==> config.mk <==
export PLATFORM = sky130hd
export DESIGN_NAME = region_color_statistics_core
export DESIGN_NICKNAME = d
export VERILOG_FILES = /design/src/rtl/core/rcs_pkg.sv /design/src/rtl/core/rcs_ctrl.sv /design/src/rtl/core/rcs_datapath.sv /design/src/rtl/core/region_color_statistics_core.sv
export SDC_FILE = /design/constraint.sdc
export NUM_CORES = 2
export LEC_CHECK = 0
export BUFFER_PORTS_ARGS = -buffer_cell sky130_fd_sc_hd__buf_2
export CORE_MARGIN = 1.5
export CORE_UTILIZATION = 65
export DETAILED_ROUTE_END_ITERATION = 12
export PLACE_DENSITY = 0.83
export REMOVE_ABC_BUFFERS = 1
export SKIP_CTS_REPAIR_TIMING = 1
export SYNTH_ARGS = -nofsm -noshare
export SYNTH_HDL_FRONTEND = slang
export SYNTH_SLANG_ARGS = --single-unit
==> constraint.sdc <==
create_clock -name clk -period 46.5 [get_ports clk]
set_clock_uncertainty 0.15 [all_clocks]
set_input_delay 2.325 -clock clk [delete_from_list [all_inputs] [get_ports clk]]
set_output_delay 2.325 -clock clk [all_outputs]
set_load 0.02 [all_outputs]
==> src/rtl/core/rcs_pkg.sv <==
// Shared widths, codes and types for the region colour statistics core.
package rcs_pkg;

  localparam int COORD_BITS   = 12;
  localparam int SIZE_BITS    = COORD_BITS + 1;
  localparam int PIX_BITS     = 8;
  localparam int CHANNELS     = 3;
  localparam int CHAN_BITS    = $clog2(CHANNELS);
  localparam int FRAC_BITS    = 8;
  localparam int CAP_BIT      = 2 * COORD_BITS;
  localparam int COUNT_BITS   = CAP_BIT + 1;
  localparam int SUM_BITS     = 32;
  localparam int SQ_BITS      = 40;
  localparam int PROD_BITS    = 64;
  localparam int DEN_BITS     = 48;
  localparam int DIV_NUM_BITS = PROD_BITS + 2 * FRAC_BITS;
  localparam int QUO_BITS     = 16 + 2 * FRAC_BITS;
  localparam int ROOT_BITS    = QUO_BITS / 2;
  localparam int OUT_BITS     = 16;

  localparam int MUL_STEPS  = SQ_BITS;
  localparam int DIV_STEPS  = DIV_NUM_BITS;
  localparam int SQRT_STEPS = ROOT_BITS;
  localparam int STEP_BITS  = $clog2(DIV_STEPS);

  localparam int CFG_INDEX_BITS = 3;
  localparam int CFG_DATA_BITS  = SIZE_BITS;
  localparam int IN_DATA_BITS   = ((2 * COORD_BITS + 3 * PIX_BITS + 7) / 8) * 8;
  localparam int OUT_DATA_BITS  = 128;

  localparam logic [CFG_INDEX_BITS-1:0] REG_BOX_LEFT   = 3'd0;
  localparam logic [CFG_INDEX_BITS-1:0] REG_BOX_TOP    = 3'd1;
  localparam logic [CFG_INDEX_BITS-1:0] REG_BOX_WIDTH  = 3'd2;
  localparam logic [CFG_INDEX_BITS-1:0] REG_BOX_HEIGHT = 3'd3;

  typedef logic [3:0] op_t;

  localparam op_t OP_IDLE         = 4'd0;
  localparam op_t OP_MUL_NN1_LD   = 4'd1;
  localparam op_t OP_MUL_NSQ_LD   = 4'd2;
  localparam op_t OP_MUL_SUMSQ_LD = 4'd3;
  localparam op_t OP_MUL_STEP     = 4'd4;
  localparam op_t OP_CAP_NN1      = 4'd5;
  localparam op_t OP_CAP_P1       = 4'd6;
  localparam op_t OP_CAP_D        = 4'd7;
  localparam op_t OP_DIV_MEAN_LD  = 4'd8;
  localparam op_t OP_DIV_DEV_LD   = 4'd9;
  localparam op_t OP_DIV_STEP     = 4'd10;
  localparam op_t OP_CAP_MEAN     = 4'd11;
  localparam op_t OP_SQRT_LD      = 4'd12;
  localparam op_t OP_SQRT_STEP    = 4'd13;
  localparam op_t OP_CAP_DEV      = 4'd14;
  localparam op_t OP_OUT_LOAD     = 4'd15;

  typedef struct packed {
    logic [COORD_BITS-1:0] column;
    logic [COORD_BITS-1:0] row;
    logic [PIX_BITS-1:0]   blue;
    logic [PIX_BITS-1:0]   green;
    logic [PIX_BITS-1:0]   red;
  } pixel_t;

  typedef struct packed {
    logic                 acc_en;
    op_t                  op;
    logic [CHAN_BITS-1:0] chan;
  } cmd_t;

  typedef struct packed {
    logic out_busy;
  } stat_t;

endpackage

==> src/rtl/core/rcs_ctrl.sv <==
// Sequencer for pixel intake and the per-frame multiply, divide and root passes.
module rcs_ctrl
  import rcs_pkg::*;
(
  input  logic  clk,
  input  logic  rst,
  input  logic  s_tvalid,
  input  logic  s_tlast,
  output logic  s_tready,
  input  stat_t stat,
  output cmd_t  cmd
);

  localparam logic [2:0] S_IDLE = 3'd0;
  localparam logic [2:0] S_LOAD = 3'd1;
  localparam logic [2:0] S_STEP = 3'd2;
  localparam logic [2:0] S_CAP  = 3'd3;
  localparam logic [2:0] S_OUT  = 3'd4;

  localparam logic [2:0] PH_NN1   = 3'd0;
  localparam logic [2:0] PH_NSQ   = 3'd1;
  localparam logic [2:0] PH_SUMSQ = 3'd2;
  localparam logic [2:0] PH_MEAN  = 3'd3;
  localparam logic [2:0] PH_DEV   = 3'd4;
  localparam logic [2:0] PH_SQRT  = 3'd5;

  logic [2:0]           state, state_next;
  logic [2:0]           phase, phase_next;
  logic [CHAN_BITS-1:0] chan, chan_next;
  logic [STEP_BITS-1:0] step_cnt, step_cnt_next;

  op_t                  load_op, step_op, cap_op;
  logic [STEP_BITS-1:0] step_last;

  always_comb begin
    unique case (phase)
      PH_NN1: begin
        load_op = OP_MUL_NN1_LD; step_op = OP_MUL_STEP; cap_op = OP_CAP_NN1;
        step_last = STEP_BITS'(MUL_STEPS - 1);
      end
      PH_NSQ: begin
        load_op = OP_MUL_NSQ_LD; step_op = OP_MUL_STEP; cap_op = OP_CAP_P1;
        step_last = STEP_BITS'(MUL_STEPS - 1);
      end
      PH_SUMSQ: begin
        load_op = OP_MUL_SUMSQ_LD; step_op = OP_MUL_STEP; cap_op = OP_CAP_D;
        step_last = STEP_BITS'(MUL_STEPS - 1);
      end
      PH_MEAN: begin
        load_op = OP_DIV_MEAN_LD; step_op = OP_DIV_STEP; cap_op = OP_CAP_MEAN;
        step_last = STEP_BITS'(DIV_STEPS - 1);
      end
      PH_DEV: begin
        load_op = OP_DIV_DEV_LD; step_op = OP_DIV_STEP; cap_op = OP_IDLE;
        step_last = STEP_BITS'(DIV_STEPS - 1);
      end
      PH_SQRT: begin
        load_op = OP_SQRT_LD; step_op = OP_SQRT_STEP; cap_op = OP_CAP_DEV;
        step_last = STEP_BITS'(SQRT_STEPS - 1);
      end
      default: begin
        load_op = OP_IDLE; step_op = OP_IDLE; cap_op = OP_IDLE;
        step_last = '0;
      end
    endcase
  end

  always_comb begin
    state_next    = state;
    phase_next    = phase;
    chan_next     = chan;
    step_cnt_next = step_cnt;
    s_tready      = 1'b0;
    cmd.acc_en    = 1'b0;
    cmd.op        = OP_IDLE;
    cmd.chan      = chan;
    unique case (state)
      S_IDLE: begin
        s_tready   = 1'b1;
        cmd.acc_en = s_tvalid;
        if (s_tvalid && s_tlast) begin
          state_next = S_LOAD;
          phase_next = PH_NN1;
          chan_next  = '0;
        end
      end
      S_LOAD: begin
        cmd.op        = load_op;
        step_cnt_next = '0;
        state_next    = S_STEP;
      end
      S_STEP: begin
        cmd.op        = step_op;
        step_cnt_next = step_cnt + 1'b1;
        if (step_cnt == step_last) begin
          state_next = S_CAP;
        end
      end
      S_CAP: begin
        cmd.op     = cap_op;
        state_next = S_LOAD;
        unique case (phase)
          PH_NN1:   phase_next = PH_NSQ;
          PH_NSQ:   phase_next = PH_SUMSQ;
          PH_SUMSQ: phase_next = PH_MEAN;
          PH_MEAN:  phase_next = PH_DEV;
          PH_DEV:   phase_next = PH_SQRT;
          default: begin
            if (chan == CHAN_BITS'(CHANNELS - 1)) begin
              state_next = S_OUT;
            end else begin
              chan_next  = chan + 1'b1;
              phase_next = PH_NSQ;
            end
          end
        endcase
      end
      S_OUT: begin
        if (!stat.out_busy) begin
          cmd.op     = OP_OUT_LOAD;
          state_next = S_IDLE;
        end
      end
      default: begin
        state_next = S_IDLE;
      end
    endcase
  end

  always_ff @(posedge clk) begin
    if (rst) begin
      state    <= S_IDLE;
      phase    <= PH_NN1;
      chan     <= '0;
      step_cnt <= '0;
    end else begin
      state    <= state_next;
      phase    <= phase_next;
      chan     <= chan_next;
      step_cnt <= step_cnt_next;
    end
  end

`ifndef SYNTHESIS
  a_out_free: assert property (@(posedge clk) disable iff (rst)
    cmd.op == OP_OUT_LOAD |-> !stat.out_busy)
    else $error("result loaded over a pending item");

  a_frame_start: assert property (@(posedge clk) disable iff (rst)
    (s_tvalid && s_tready && s_tlast) |=> (state == S_LOAD && phase == PH_NN1 && chan == '0))
    else $error("frame end did not start the statistics pass");

  a_step_bound: assert property (@(posedge clk) disable iff (rst)
    state == S_STEP |-> step_cnt <= step_last)
    else $error("step counter ran past its pass");

  a_back_idle: assert property (@(posedge clk) disable iff (rst)
    cmd.op == OP_OUT_LOAD |=> (state == S_IDLE && s_tready))
    else $error("not back to intake after result load");
`endif

endmodule

==> src/rtl/core/rcs_datapath.sv <==
// Box test, accumulators, shift-add multiplier, long divider, square root and result register.
module rcs_datapath
  import rcs_pkg::*;
(
  input  logic                      clk,
  input  logic                      rst,
  input  logic                      cfg_valid,
  input  logic [CFG_INDEX_BITS-1:0] cfg_index,
  input  logic [CFG_DATA_BITS-1:0]  cfg_data,
  input  pixel_t                    pix,
  input  cmd_t                      cmd,
  output stat_t                     stat,
  input  logic                      m_tready,
  output logic                      out_valid,
  output logic [OUT_BITS-1:0]       out_mean [CHANNELS],
  output logic [OUT_BITS-1:0]       out_dev [CHANNELS],
  output logic [COUNT_BITS-1:0]     out_count,
  output logic                      out_empty
);

  logic [COORD_BITS-1:0] box_left, box_top;
  logic [SIZE_BITS-1:0]  box_width, box_height;

  logic [SUM_BITS-1:0]   sum [CHANNELS];
  logic [SQ_BITS-1:0]    sq [CHANNELS];
  logic [COUNT_BITS-1:0] count;

  logic [PROD_BITS-1:0]  mul_a, prod, p1, d;
  logic [SQ_BITS-1:0]    mul_b;
  logic [DEN_BITS-1:0]   nn1, div_den, div_rem;
  logic [DIV_NUM_BITS-1:0] div_num;
  logic [QUO_BITS-1:0]   quo, sq_x;
  logic [ROOT_BITS+1:0]  sq_rem;
  logic [ROOT_BITS-1:0]  root;
  logic [OUT_BITS-1:0]   mean_r [CHANNELS];
  logic [OUT_BITS-1:0]   dev_r [CHANNELS];

  logic [PIX_BITS-1:0]   px [CHANNELS];
  logic [2*PIX_BITS-1:0] px_sq [CHANNELS];
  logic [SIZE_BITS:0]    col_end, row_end;
  logic                  in_rect;
  logic [DEN_BITS:0]     rem_sh;
  logic                  div_ge;
  logic [ROOT_BITS+2:0]  sqrt_sh, sqrt_trial;
  logic                  sqrt_ge;

  assign px[0] = pix.blue;
  assign px[1] = pix.green;
  assign px[2] = pix.red;

  assign px_sq[0] = px[0] * px[0];
  assign px_sq[1] = px[1] * px[1];
  assign px_sq[2] = px[2] * px[2];

  assign col_end = (SIZE_BITS + 1)'(box_left) + (SIZE_BITS + 1)'(box_width);
  assign row_end = (SIZE_BITS + 1)'(box_top) + (SIZE_BITS + 1)'(box_height);
  assign in_rect = (pix.column >= box_left) && ((SIZE_BITS + 1)'(pix.column) < col_end) &&
                   (pix.row >= box_top) && ((SIZE_BITS + 1)'(pix.row) < row_end);

  assign rem_sh = {div_rem, div_num[DIV_NUM_BITS-1]};
  assign div_ge = rem_sh >= {1'b0, div_den};

  assign sqrt_sh    = {sq_rem[ROOT_BITS:0], sq_x[QUO_BITS-1 -: 2]};
  assign sqrt_trial = (ROOT_BITS + 3)'({root, 2'b01});
  assign sqrt_ge    = sqrt_sh >= sqrt_trial;

  assign stat.out_busy = out_valid;

  always_ff @(posedge clk) begin
    if (rst) begin
      box_left   <= '0;
      box_top    <= '0;
      box_width  <= '0;
      box_height <= '0;
    end else if (cfg_valid) begin
      unique case (cfg_index)
        REG_BOX_LEFT:   box_left   <= cfg_data[COORD_BITS-1:0];
        REG_BOX_TOP:    box_top    <= cfg_data[COORD_BITS-1:0];
        REG_BOX_WIDTH:  box_width  <= cfg_data;
        REG_BOX_HEIGHT: box_height <= cfg_data;
        default: ;
      endcase
    end
  end

  // count stops at the cap so no sum can wrap
  always_ff @(posedge clk) begin
    if (rst || cmd.op == OP_OUT_LOAD) begin
      count <= '0;
      for (int c = 0; c < CHANNELS; c++) begin
        sum[c] <= '0;
        sq[c]  <= '0;
      end
    end else if (cmd.acc_en && in_rect && !count[CAP_BIT]) begin
      count <= count + 1'b1;
      for (int c = 0; c < CHANNELS; c++) begin
        sum[c] <= sum[c] + SUM_BITS'(px[c]);
        sq[c]  <= sq[c] + SQ_BITS'(px_sq[c]);
      end
    end
  end

  always_ff @(posedge clk) begin
    unique case (cmd.op)
      OP_MUL_NN1_LD: begin
        mul_a <= PROD_BITS'(count);
        mul_b <= SQ_BITS'(count - 1'b1);
        prod  <= '0;
      end
      OP_MUL_NSQ_LD: begin
        mul_a <= PROD_BITS'(sq[cmd.chan]);
        mul_b <= SQ_BITS'(count);
        prod  <= '0;
      end
      OP_MUL_SUMSQ_LD: begin
        mul_a <= PROD_BITS'(sum[cmd.chan]);
        mul_b <= SQ_BITS'(sum[cmd.chan]);
        prod  <= '0;
      end
      OP_MUL_STEP: begin
        if (mul_b[0]) prod <= prod + mul_a;
        mul_a <= mul_a << 1;
        mul_b <= mul_b >> 1;
      end
      OP_CAP_NN1: nn1 <= prod[DEN_BITS-1:0];
      OP_CAP_P1:  p1  <= prod;
      OP_CAP_D:   d   <= p1 - prod;
      OP_DIV_MEAN_LD: begin
        div_num <= DIV_NUM_BITS'({sum[cmd.chan], {FRAC_BITS{1'b0}}});
        div_den <= DEN_BITS'(count);
        div_rem <= '0;
        quo     <= '0;
      end
      OP_DIV_DEV_LD: begin
        div_num <= {d, {(2 * FRAC_BITS){1'b0}}};
        div_den <= nn1;
        div_rem <= '0;
        quo     <= '0;
      end
      OP_DIV_STEP: begin
        div_rem <= div_ge ? DEN_BITS'(rem_sh - {1'b0, div_den}) : DEN_BITS'(rem_sh);
        div_num <= div_num << 1;
        quo     <= {quo[QUO_BITS-2:0], div_ge};
      end
      OP_CAP_MEAN: mean_r[cmd.chan] <= OUT_BITS'(quo);
      OP_SQRT_LD: begin
        sq_x   <= quo;
        sq_rem <= '0;
        root   <= '0;
      end
      OP_SQRT_STEP: begin
        sq_rem <= sqrt_ge ? (ROOT_BITS + 2)'(sqrt_sh - sqrt_trial) : (ROOT_BITS + 2)'(sqrt_sh);
        root   <= {root[ROOT_BITS-2:0], sqrt_ge};
        sq_x   <= sq_x << 2;
      end
      OP_CAP_DEV: dev_r[cmd.chan] <= OUT_BITS'(root);
      OP_OUT_LOAD: begin
        out_count <= count;
        out_empty <= (count == '0);
        for (int c = 0; c < CHANNELS; c++) begin
          out_mean[c] <= (count == '0) ? '0 : mean_r[c];
          out_dev[c]  <= (count <= COUNT_BITS'(1)) ? '0 : dev_r[c];
        end
      end
      OP_IDLE: ;
      default: ;
    endcase
  end

  always_ff @(posedge clk) begin
    if (rst) begin
      out_valid <= 1'b0;
    end else if (cmd.op == OP_OUT_LOAD) begin
      out_valid <= 1'b1;
    end else if (m_tready) begin
      out_valid <= 1'b0;
    end
  end

endmodule

==> src/rtl/core/region_color_statistics_core.sv <==
// Region colour statistics: per-channel mean and sample deviation over a box.
// Pixels are taken one per cycle; a pixel with s_tlast set ends the frame and
// starts the statistics pass, and m_tvalid rises once the pass and the result load
// are done (later if the previous result is still held). No pixel is taken meanwhile.
// The pass time is set by the shift-add multiplier, long divider and root unit.
// rst is synchronous: box registers and accumulators clear, no result pending.
module region_color_statistics_core
  import rcs_pkg::*;
(
  input  logic                      clk,
  input  logic                      rst,
  input  logic                      cfg_valid,
  output logic                      cfg_ready,
  input  logic [CFG_INDEX_BITS-1:0] cfg_index,
  input  logic [CFG_DATA_BITS-1:0]  cfg_data,
  input  logic                      s_tvalid,
  output logic                      s_tready,
  // column, row, blue, green, red
  input  logic [IN_DATA_BITS-1:0]   s_tdata,
  input  logic                      s_tlast,
  output logic                      m_tvalid,
  input  logic                      m_tready,
  // mean_blue, mean_green, mean_red, dev_blue, dev_green, dev_red, pixel_count
  output logic [OUT_DATA_BITS-1:0]  m_tdata,
  // region_empty
  output logic                      m_tuser
);

  pixel_t                pix;
  cmd_t                  cmd;
  stat_t                 stat;
  logic [OUT_BITS-1:0]   out_mean [CHANNELS];
  logic [OUT_BITS-1:0]   out_dev [CHANNELS];
  logic [COUNT_BITS-1:0] out_count;

  assign cfg_ready = 1'b1;

  assign pix.column = s_tdata[0 +: COORD_BITS];
  assign pix.row    = s_tdata[COORD_BITS +: COORD_BITS];
  assign pix.blue   = s_tdata[2 * COORD_BITS +: PIX_BITS];
  assign pix.green  = s_tdata[2 * COORD_BITS + PIX_BITS +: PIX_BITS];
  assign pix.red    = s_tdata[2 * COORD_BITS + 2 * PIX_BITS +: PIX_BITS];

  assign m_tdata = {(OUT_DATA_BITS - 6 * OUT_BITS - COUNT_BITS)'(0), out_count,
                    out_dev[2], out_dev[1], out_dev[0],
                    out_mean[2], out_mean[1], out_mean[0]};

  rcs_ctrl u_ctrl (
    .clk      (clk),
    .rst      (rst),
    .s_tvalid (s_tvalid),
    .s_tlast  (s_tlast),
    .s_tready (s_tready),
    .stat     (stat),
    .cmd      (cmd)
  );

  rcs_datapath u_datapath (
    .clk       (clk),
    .rst       (rst),
    .cfg_valid (cfg_valid),
    .cfg_index (cfg_index),
    .cfg_data  (cfg_data),
    .pix       (pix),
    .cmd       (cmd),
    .stat      (stat),
    .m_tready  (m_tready),
    .out_valid (m_tvalid),
    .out_mean  (out_mean),
    .out_dev   (out_dev),
    .out_count (out_count),
    .out_empty (m_tuser)
  );

endmodule

==> results.ini <==
[grt]
grt_max_degree=204
antenna_found_initial=2
grt.total_usage_pct=29.8
grt_overflow_total=0
grt_pass1_wl_mm=255
grt_pass1_vias=48200

[floorplanning]
pin_count=202
initial_core_util_pct=65.7
die_y_um=327
die_width_um=327
rows=118
placeableCoreArea_mm2=0.104
die-area_mm2=0.107

[clocking]
cts_tree=built
path_clk_slew_ns=0.06
clk_latency_ns=0.73
cts_buffer_depth=3
h-tree-depth=3
clock-sinks=1136
cts_buffers=117
cts-root-buf=clkbuf_16

[final_layout]
area_growth_pct=8.96
final_util_pct=71.6
drive_gt1_share_pct=9.10
mostFrequentLayoutCell=edfxtp_1
multi_input_area_mm2=0.0319
mostFrequentLayoutCells=edfxtp_1 (1,043), nand2_1 (651), inv_1 (494)
layout.nets=7185
final_area_mm2=0.0742
regArea_mm2=0.0332
fillers=7084

[route]
postRouteAntennaNets=0
post_drt_wl_per_cell_um=19.9
dr.pass1.iters=6
dr.first_iter.drc_count=5556
vias=49400
drt-total-wl_mm=160
viasPerCell=6.13
drc=0

[synthesis]
synthCells=6467
synth_area_per_cell_um2=10.5
synthTopCellsByArea=edfxtp_1 (46%), ha_1 (7.8%), nand2_1 (3.6%), fa_1 (3.5%), a21oi_1 (3.1%)
yosys.area.top_type=edfxtp_1
synthFlopType=edfxtp_1
synth-seq-area-share_pct=48.7
ys_types=89
ys_warn_count=0
async_reset_ff_share_pct=0
synth_top_area_share_pct=46.0
yosys_register_bits=1136
synth_edf_count=1043
syn_area_mm2=0.0681

[worst_hold_path]
hold_depth=2
hold_path.class=reg2reg

[flow_run]
max_cap_viol_count=0

[sta]
tightest_slew_ns=1.34
max-slew-margin-rel_pct=10.5
finalCriticalPeriod_ns=7.58
finalSetupTns_ns=0
final-hold-violation-count=0
setup_violations=0
rsz0062_at_grt=false
max_freq_mhz=132
fin_crit_sh_pct=16.3
slew_viol_final=0
fin_ws_ns=38.92
holdWs_ns=0.313

[setup_path]
rr_worst_depth=22
endpoint_kind=flip-flop
path_class=in2reg
startpoint_type=input pin
cp_max_fo=11
reg2reg_slack_ns=39.94
required_ns=46.77
worstPathArrival_ns=7.85

[status]
outcome=finished clean

[place]
dp_hpwl_mm=113
portBuffers=193
placed_area_mm2=0.0702
pre_cts_ws_ns=38.30
place_congestion=0.942

[power]
pwr_density_cell_mw_per_mm2=39.6
irDropWorstVdd_uv=46.7
p_leak_nw=28.3

-- stage by stage --
step	power (mW)	instances
3_5_place_dp	1.95	7834
4_1_cts	2.94	8049
5_1_grt	3.07	8049
2_1_floorplan	1.79	6201
3_3_place_gp	1.92	7834
6_report	2.94	8050
-- registers in the layout (all words and copies together), names as in the netlist, 32 cells and up, named ones only --
| register | count |
|---|---|
| u_datapath.dev_r | 48 |
| u_datapath.mul_a | 64 |
| u_datapath.mul_b | 40 |
| u_datapath.sq | 120 |
| u_datapath.div_den | 48 |
| u_datapath.div_num | 72 |
| m_tdata | 96 |
| u_datapath.mean_r | 48 |
| u_datapath.d | 64 |
| u_datapath.quo | 32 |
| u_datapath.prod | 64 |
| u_datapath.sum | 96 |
| u_datapath.sq_x | 32 |
| u_datapath.nn1 | 48 |
| u_datapath.p1 | 64 |
| u_datapath.div_rem | 48 |
-- synthesized netlist by cell type, types with 27 or more instances --
library cell / instances
o21a_1: 41
a21o_1: 115
and3_1: 93
clkbuf_1: 213
xor2_1: 182
o21bai_1: 32
edfxtp_1: 1043
nand2_1: 654
nor4_1: 27
a211oi_1: 28
mux2i_1: 115
dfxtp_1: 93
nor2b_1: 71
nor2_4: 82
nand4_1: 80
or3_1: 50
a31oi_1: 39
a22o_1: 40
fa_1: 119
o211ai_1: 31
nand3_1: 184
nand2b_1: 76
xnor2_1: 219
nor3_1: 93
a21oi_1: 418
a22oi_1: 44
and2_1: 250
nor2_1: 485
inv_1: 496
o21ai_0: 259
ha_1: 423
-- worst paths after layout --
kind,start,endpoint
setup reg to reg,u_datapath.box_left[0],u_datapath.sum[1][31]
hold reg to reg,u_datapath.box_width[3],u_datapath.box_width[3]
hold / removal,u_datapath.box_width[3],u_datapath.box_width[3]
setup / recovery,s_tdata[40],u_datapath.sq[2][27]
-- power by group --
part / internal (mW) / switching, mW / total, mW
clock network: 0.583 / 0.406 / 0.989
registers: 1.18 / 0.0476 / 1.23
logic: 0.279 / 0.441 / 0.719
-- worst max-delay path, stage by stage --
cell and delay (ns):
buf_2 0.18, and2_1 0.23, inv_1 0.08, fa_1 0.50
inv_1 0.05, fa_1 0.47, fa_1 0.49, inv_1 0.05
fa_1 0.52, inv_1 0.04, ha_1 0.36, o2111ai_1 0.13
nand3_1 0.13, o41ai_1 0.70, o211ai_1 0.22, a31oi_1 0.32
o21bai_1 0.43, nand4_1 0.28, xor2_1 0.28, nor2_4 0.04
-- layer usage --
layer,vias to the layer above,wire length (um),GRT usage [%]
li1,23200,-,-
met1,23800,66700,40.9
met2,2090,76100,49.2
met3,341,12800,4.24
met4,2,4830,9.34
met5,-,15,0
-- area by class of cell --
| cell class | count | area share [%] |
|---|---|---|
| multi-input combinational | 4569 | 43.1 |
| antenna | 1 | 0.00337 |
| tap | 1380 | 2.33 |
| sequential | 1136 | 44.7 |
| inverter | 496 | 2.51 |
| timing repair buffer | 253 | 1.94 |
| clock buffer | 144 | 4.11 |
| clock inverter | 71 | 1.31 |
-- kinds of logic (layout without fill, tap and decap cells) --
group / count (synthesis) / after routing / synth area share [%]
adders and majority gates: 542 / 542 / 11.3
muxes: 137 / 137 / 2.05
buffers and inverters: 768 / 964 / 4.58
xor gates and xnor gates: 401 / 401 / 5.16
AOI/OAI and AO/OA: 1232 / 1232 / 11.4
and+or+nand+nor: 2249 / 2249 / 16.8
DFF: 1136 / 1136 / 48.7
other: 2 / 9 / 0.0110
(Power assumes the default switching activity.)
